### src/sv/c12cf_pkg.sv
// ----------------------------------------------------------------------------
// c12cf_pkg
// Types, codes and helpers shared by the codec-12 command framer.
// ----------------------------------------------------------------------------
package c12cf_pkg;

	// Operation codes of an input transaction.
	localparam logic [1:0] OP_START = 2'd0;
	localparam logic [1:0] OP_BYTE  = 2'd1;
	localparam logic [1:0] OP_END   = 2'd2;

	// Fixed bytes of the frame.
	localparam logic [7:0] CODEC_ID     = 8'h0C;
	localparam logic [7:0] CMD_COUNT    = 8'h01;
	localparam logic [7:0] CMD_TYPE     = 8'h05;
	localparam logic [7:0] CHAR_CR      = 8'h0D;
	localparam logic [7:0] CHAR_LF      = 8'h0A;
	localparam logic [7:0] CMD_COUNT_2  = 8'h01;

	// Header length adders.
	localparam logic [16:0] DATA_LEN_ADD = 17'd10;
	localparam logic [16:0] CMD_SIZE_ADD = 17'd2;

	// CRC-16/ARC parameters.
	localparam logic [15:0] CRC_POLY = 16'hA001;
	localparam logic [15:0] CRC_INIT = 16'h0000;

	// Byte positions within one transaction's output.
	localparam logic [3:0] IDX_FIRST      = 4'd0;
	localparam logic [3:0] HDR_CRC_FIRST  = 4'd8;
	localparam logic [3:0] HDR_LAST       = 4'd14;
	localparam logic [3:0] TRL_CRC_LAST   = 4'd2;
	localparam logic [3:0] TRL_LAST       = 4'd6;

	// Input transaction payload.
	typedef struct packed {
		logic [1:0]  op;
		logic [15:0] cmd_len;
		logic [7:0]  cmd_byte;
	} item_t;

	// Output transaction payload.
	typedef struct packed {
		logic [7:0] out_byte;
		logic       last;
	} frame_t;

	// One byte step of the reflected CRC-16/ARC.
	function automatic logic [15:0] crc16_arc_byte(input logic [15:0] crc_in,
	                                               input logic [7:0]  data);
		logic [15:0] crc;
		crc = crc_in ^ {8'h00, data};
		for (int k = 0; k < 8; k++) begin
			if (crc[0]) begin
				crc = (crc >> 1) ^ CRC_POLY;
			end else begin
				crc = crc >> 1;
			end
		end
		return crc;
	endfunction

endpackage

### src/sv/codec12_command_framer_top.sv
// ----------------------------------------------------------------------------
// codec12_command_framer_top
// Frames a text command into a codec-12 command packet, one byte per output
// transaction, with a running CRC-16/ARC.
// ----------------------------------------------------------------------------
// The block emits one packet byte per clock while the consumer keeps
// frame_ready high. A command-byte transaction produces a single byte, so
// command bytes stream at full rate; a start transaction holds the byte
// sequencer for its 15 bytes and an end transaction for its 7. Transactions
// that produce nothing (a byte or end outside a packet, or an unused op
// code) are dropped at acceptance. Back-to-back streaming rests on the
// single output byte register: the next transaction is accepted in the
// same cycle as the final byte of the current one moves into it.
module codec12_command_framer_top (
	input  logic                clk,
	input  logic                arst_n,
	input  logic                item_valid,
	output logic                item_ready,
	input  c12cf_pkg::item_t    item,
	output logic                frame_valid,
	input  logic                frame_ready,
	output c12cf_pkg::frame_t   frame
);

	logic              valid_s1;
	logic [1:0]        op_s1;
	logic [16:0]       total_s1;
	logic [16:0]       csz_s1;
	logic [7:0]        byte_s1;
	logic [3:0]        idx_q;
	logic              in_packet_q;
	logic [15:0]       crc_q;
	logic              frame_valid_q;
	c12cf_pkg::frame_t frame_q;

	logic              item_accept;
	logic              item_ignore;
	logic              advance;
	logic              final_byte;
	logic              fold;
	logic [7:0]        next_byte;

	// Transactions that produce no bytes are dropped at the input.
	assign item_ignore = (item.op == c12cf_pkg::OP_BYTE && !in_packet_q) ||
	                     (item.op == c12cf_pkg::OP_END && !in_packet_q) ||
	                     !(item.op inside {c12cf_pkg::OP_START, c12cf_pkg::OP_BYTE,
	                                       c12cf_pkg::OP_END});

	// The sequencer moves one byte when the output register is free or drains.
	assign advance     = valid_s1 && (!frame_valid_q || frame_ready);
	assign item_ready  = !valid_s1 || (advance && final_byte);
	assign item_accept = item_valid && item_ready;

	// Byte selection for the current position of the held transaction.
	always_comb begin
		next_byte  = 8'h00;
		fold       = 1'b0;
		final_byte = 1'b0;
		case (op_s1)
			c12cf_pkg::OP_START: begin
				fold       = (idx_q >= c12cf_pkg::HDR_CRC_FIRST);
				final_byte = (idx_q == c12cf_pkg::HDR_LAST);
				case (idx_q)
					4'd5:    next_byte = {7'd0, total_s1[16]};
					4'd6:    next_byte = total_s1[15:8];
					4'd7:    next_byte = total_s1[7:0];
					4'd8:    next_byte = c12cf_pkg::CODEC_ID;
					4'd9:    next_byte = c12cf_pkg::CMD_COUNT;
					4'd10:   next_byte = c12cf_pkg::CMD_TYPE;
					4'd12:   next_byte = {7'd0, csz_s1[16]};
					4'd13:   next_byte = csz_s1[15:8];
					4'd14:   next_byte = csz_s1[7:0];
					default: next_byte = 8'h00;
				endcase
			end
			c12cf_pkg::OP_BYTE: begin
				next_byte  = byte_s1;
				fold       = 1'b1;
				final_byte = 1'b1;
			end
			c12cf_pkg::OP_END: begin
				fold       = (idx_q <= c12cf_pkg::TRL_CRC_LAST);
				final_byte = (idx_q == c12cf_pkg::TRL_LAST);
				case (idx_q)
					4'd0:    next_byte = c12cf_pkg::CHAR_CR;
					4'd1:    next_byte = c12cf_pkg::CHAR_LF;
					4'd2:    next_byte = c12cf_pkg::CMD_COUNT_2;
					4'd5:    next_byte = crc_q[15:8];
					4'd6:    next_byte = crc_q[7:0];
					default: next_byte = 8'h00;
				endcase
			end
			default: begin
				next_byte  = 8'h00;
				fold       = 1'b0;
				final_byte = 1'b1;
			end
		endcase
	end

	// Control of the held transaction, its byte position and packet state.
	always_ff @(posedge clk or negedge arst_n) begin
		if (!arst_n) begin
			valid_s1    <= 1'b0;
			idx_q       <= c12cf_pkg::IDX_FIRST;
			in_packet_q <= 1'b0;
		end else begin
			if (item_accept) begin
				valid_s1 <= !item_ignore;
			end else if (advance && final_byte) begin
				valid_s1 <= 1'b0;
			end
			if (item_accept || (advance && final_byte)) begin
				idx_q <= c12cf_pkg::IDX_FIRST;
			end else if (advance) begin
				idx_q <= idx_q + 4'd1;
			end
			if (item_accept && item.op == c12cf_pkg::OP_START) begin
				in_packet_q <= 1'b1;
			end else if (item_accept && item.op == c12cf_pkg::OP_END) begin
				in_packet_q <= 1'b0;
			end
		end
	end

	// Payload of the held transaction, with the header lengths precomputed.
	always_ff @(posedge clk) begin
		if (item_accept) begin
			op_s1    <= item.op;
			total_s1 <= {1'b0, item.cmd_len} + c12cf_pkg::DATA_LEN_ADD;
			csz_s1   <= {1'b0, item.cmd_len} + c12cf_pkg::CMD_SIZE_ADD;
			byte_s1  <= item.cmd_byte;
		end
	end

	// Running CRC, cleared by the first byte of a start.
	always_ff @(posedge clk or negedge arst_n) begin
		if (!arst_n) begin
			crc_q <= c12cf_pkg::CRC_INIT;
		end else if (advance) begin
			if (op_s1 == c12cf_pkg::OP_START && idx_q == c12cf_pkg::IDX_FIRST) begin
				crc_q <= c12cf_pkg::CRC_INIT;
			end else if (fold) begin
				crc_q <= c12cf_pkg::crc16_arc_byte(crc_q, next_byte);
			end
		end
	end

	// Output register.
	always_ff @(posedge clk or negedge arst_n) begin
		if (!arst_n) begin
			frame_valid_q <= 1'b0;
		end else if (advance) begin
			frame_valid_q <= 1'b1;
		end else if (frame_ready) begin
			frame_valid_q <= 1'b0;
		end
	end

	always_ff @(posedge clk) begin
		if (advance) begin
			frame_q.out_byte <= next_byte;
			frame_q.last     <= (op_s1 == c12cf_pkg::OP_END) && final_byte;
		end
	end

	assign frame_valid = frame_valid_q;
	assign frame       = frame_q;

`ifndef SYNTHESIS
	// A start always restarts the CRC from its initial value.
	a_crc_cleared: assert property (@(posedge clk) disable iff (!arst_n)
		advance && op_s1 == c12cf_pkg::OP_START && idx_q == c12cf_pkg::IDX_FIRST
		|=> crc_q == c12cf_pkg::CRC_INIT)
		else $error("CRC not cleared at start of packet");

	// A byte waiting in the output register is not overwritten.
	a_out_hold: assert property (@(posedge clk) disable iff (!arst_n)
		frame_valid_q && !frame_ready |=> frame_valid_q && $stable(frame_q))
		else $error("output byte changed while stalled");

	// The byte position never runs past the longest sequence.
	a_idx_range: assert property (@(posedge clk) disable iff (!arst_n)
		valid_s1 |-> idx_q <= c12cf_pkg::HDR_LAST)
		else $error("byte position out of range");

	// An end transaction marks its byte last only at its final slot (checked while the output register is empty).
	a_last_slot: assert property (@(posedge clk) disable iff (!arst_n)
		advance && frame_valid_q == 1'b0 && final_byte && op_s1 == c12cf_pkg::OP_END
		|-> idx_q == c12cf_pkg::TRL_LAST)
		else $error("last marker at wrong position");
`endif

endmodule
### config.mk
export PLATFORM = sky130hd
export DESIGN_NAME = codec12_command_framer_top
export DESIGN_NICKNAME = d
export VERILOG_FILES = /design/src/sv/c12cf_pkg.sv /design/src/sv/codec12_command_framer_top.sv
export SDC_FILE = /design/constraint.sdc
export NUM_CORES = 1
export LEC_CHECK = 0
export ABC_AREA = 1
export BUFFER_PORTS_ARGS = -buffer_cell sky130_fd_sc_hd__buf_2
export CORE_MARGIN = 2
export CORE_UTILIZATION = 54
export DETAILED_ROUTE_END_ITERATION = 7
export PLACE_DENSITY = 0.79
export SLEW_MARGIN = 10
export SYNTH_ARGS = -nofsm -noshare
export SYNTH_HDL_FRONTEND = slang
export SYNTH_SLANG_ARGS = --single-unit
export TNS_END_PERCENT = 20
### constraint.sdc
create_clock -name clk -period 2.85 [get_ports clk]
set_clock_uncertainty 0.15 [all_clocks]
set_input_delay 0.57 -clock clk [delete_from_list [all_inputs] [get_ports clk]]
set_output_delay 0.57 -clock clk [all_outputs]
set_load 0.05 [all_outputs]
==> results.json <==
{
  "power.leakage_nw": 2.32,
  "cp_max_fo": 6,
  "worst_pin_slew_ns": 0.757,
  "syn_to_final_growth_pct": 18.5,
  "ff_latch_area_um2": 2080,
  "worst_r2r_endpoint": "crc_q[0]$_DFFE_PN0P_",
  "yosysWarnings": 0,
  "die_h_um": 93.4,
  "fp.dieArea_um2": 8720,
  "multi_input_area_um2": 2060,
  "cp-start-kind": "flip-flop",
  "die_width_um": 93.4,
  "max_slew_margin": 0.492,
  "postRouteWirelength_um": 10600,
  "vias_per_cell": 5.59,
  "cp_data_arrival_time_ns": 2.87,
  "grt_overflow_total": 0,
  "met3WireLength_um": 629,
  "wl_per_cell_um": 15.8,
  "cts_root_buf": "clkbuf_8",
  "cp.required_ns": 2.95,
  "synth.cell_area_um2": 4320,
  "final_common_cell": "nand2_1",
  "final.min_clock_period_ns": 2.78,
  "boundaryPins": 41,
  "fmax_mhz": 360,
  "post-route-period-util": 0.974,
  "power_frac_seq": 0.363,
  "maxCapViolCount": 0,
  "postLayoutCoreUtil": 0.662,
  "cellPowerDensity_nw_per_um2": 912,
  "io_buffers": 40,
  "grt_max_degree": 36,
  "fin_ws_ns": 0.0749,
  "dp_cells": 649,
  "fillers": 616,
  "track_usage": 0.256,
  "num_vias": 3750,
  "htree_levels": 3,
  "avgSynthCellArea_um2": 8.60,
  "hold_violations": 0,
  "clock_path_buffers": 2,
  "final.setup.tns_ns": 0,
  "netSwitchingFraction": 0.430,
  "met2RoutedLength_um": 5490,
  "initial_core_util": 0.558,
  "nets": 600,
  "holdBufCountCts": 0,
  "cts.sinks": 73,
  "internal_power_mw": 2.66,
  "wl_met1_um": 4100,
  "ant_nets": 0,
  "power_frac_clock": 0.186,
  "firstDrtPassIters": 8,
  "status": "complete, no violations",
  "core_area_um2": 7730,
  "finalMaxSlewViolations": 0,
  "drcViolationCount": 0,
  "seq_area_frac_synth": 0.481,
  "cts_made_buffers": 9,
  "final-setup-viol-count": 0,
  "final_cells": 671,
  "pwr-share-comb": 0.451,
  "drtIter0Drc": 289,
  "place_congestion": 1.00,
  "r2r-start": "idx_q[0]$_DFFE_PN0P_",
  "grt_pass1_vias": 3614,
  "antenna_found_initial": 0,
  "preCtsSetupSlack_ns": -0.0679,
  "r2r_slack_ns": 0.07,
  "fp-row-count": 32,
  "synth_nets": 538,
  "synth-seq-cells": 73,
  "crit_type": "reg2reg",
  "p_total_mw": 4.66,
  "worstSetupEndpointType": "flip-flop",
  "clk_latency_ns": 0.36,
  "hold_path.class": "in2async",
  "layout_common_cells": "nand2_1, nand3_1, inv_1, edfxtp_1, buf_2",
  "top_layer_used": "met4",
  "synthDistinctLibCells": 35,
  "synthCells": 502,
  "cts_tree": "built",
  "rr_worst_depth": 20,
  "power.switching_mw": 2.01,
  "dp_hpwl_um": 7700,
  "n_antenna_cell": 0,
  "drive_gt1_frac": 0.267,
  "clk_pin_slew_worst_paths_ns": 0.08,
  "ir_worst_vdd_mv": 0.348,
  "grt_pass1_wl_um": 17000
}
-- power by group through the flow --
stage / Clock [mW] / Sequential (mW) / Combinational (mW)
finish: 0.869 / 1.69 / 2.10
global placement: 0 / 1.69 / 1.83
detailed placement: 0 / 1.70 / 1.90
floorplan: 0 / 1.84 / 1.22
CTS: 0.876 / 1.68 / 1.92
global route: 0.923 / 1.72 / 2.28
-- cell families (layout without fill, tap and decap cells) --
| kind of cell | Yosys count | in the layout | synth area share |
|---|---|---|---|
| AOI/OAI and AO/OA | 38 | 38 | 0.0542 |
| xor gates and xnor gates | 27 | 27 | 0.0548 |
| buffers and inverters | 74 | 141 | 0.0757 |
| DFF | 73 | 73 | 0.481 |
| and+or+nand+nor | 284 | 284 | 0.317 |
| adders and majority gates | 6 | 6 | 0.0174 |
-- cells in the mapped netlist --
cell      number  share of area
nor2_4         3         0.0078
xor2_1        25          0.051
o21ai_1        2         0.0023
inv_1         57          0.050
nand3_1       58          0.067
buf_8          1         0.0035
nor2_1        32          0.028
buf_4          1         0.0017
edfxtp_1      50           0.35
a21oi_1        3         0.0035
nor4_1         1         0.0015
ha_1           6          0.017
o21ai_2        1         0.0020
xnor2_1        2         0.0041
a22oi_1        1         0.0017
o21ai_0       15          0.017
nor3_1         7         0.0081
buf_2          1         0.0012
nor2_2         3         0.0043
inv_4          1         0.0015
clkinv_1       2         0.0017
dfrtp_1       23           0.13
o22ai_1       11          0.016
o211ai_1       1         0.0017
nand2_2       21          0.030
a21boi_2       2         0.0052
nand2_1      128           0.11
nand4_1       16          0.023
nand3_2       15          0.035
buf_1          1        0.00087
o32ai_1        1         0.0020
clkbuf_1       1        0.00087
inv_2          5         0.0043
buf_6          4          0.010
a221o_1        1         0.0023
-- stage by stage --
step                      cell area [um2]  hold slack [ns]
after CTS                            4910           0.0687
after detailed placement             4700            0.343
after global routing                 5110           0.0994
after global placement               4700            0.323
after floorplan                      4320            0.124
final                                5110           0.0579
-- routing by layer --
layer / GRT usage / vias up
met4: 0.126 / 0
met1: 0.306 / 1747
met5: 0 / -
li1: - / 1797
met3: 0.0459 / 47
met2: 0.442 / 159
-- what timing repair did --
item	in CTS	in global routing
resized for setup	3	36
setup endpoints to repair	2	4
setup buffers	0	6
pin swaps	0	8
-- worst max-delay path by stage --
stage                    startpoint                    to
5_1_grt        idx_q[3]$_DFFE_PN0P_  crc_q[0]$_DFFE_PN0P_
2_1_floorplan  idx_q[0]$_DFFE_PN0P_  idx_q[1]$_DFFE_PN0P_
3_5_place_dp   idx_q[1]$_DFFE_PN0P_  crc_q[0]$_DFFE_PN0P_
6_report       idx_q[0]$_DFFE_PN0P_  crc_q[0]$_DFFE_PN0P_
4_1_cts        idx_q[0]$_DFFE_PN0P_  crc_q[0]$_DFFE_PN0P_
3_3_place_gp   idx_q[1]$_DFFE_PN0P_  crc_q[0]$_DFFE_PN0P_
-- registers in the layout, summed over array words and instances, names as in the netlist --
signal	count
crc_q	16
in_packet_q	1
op_s1	2
idx_q	4
frame_valid	1
csz_s1	14
valid_s1	1
byte_s1	8
total_s1	17
frame	9
-- critical path, stage by stage (launching register included) --
cell	delay (ns)
dfrtp_2	0.46
clkinv_4	0.13
ha_4	0.20
inv_1	0.05
nand2_1	0.05
nand2_1	0.10
nand2_2	0.08
nor2_4	0.18
nand2_4	0.10
nand3_2	0.11
nand3_1	0.11
nand2_2	0.12
nand3_1	0.11
nand3_1	0.10
nand2_1	0.10
nand2_2	0.10
nand2_2	0.08
nand2_2	0.08
nand3_2	0.07
nand3_1	0.12
nand2_1	0.07
-- final cells by class --
type | instances | share of cell area
Multi-Input combinational cell | 355 | 0.403
Inverter | 65 | 0.0499
Tap cell | 102 | 0.0250
Clock buffer | 9 | 0.0242
Clock inverter | 7 | 0.0166
Sequential cell | 73 | 0.407
Timing Repair Buffer | 60 | 0.0741
(Power assumes the default switching activity.)
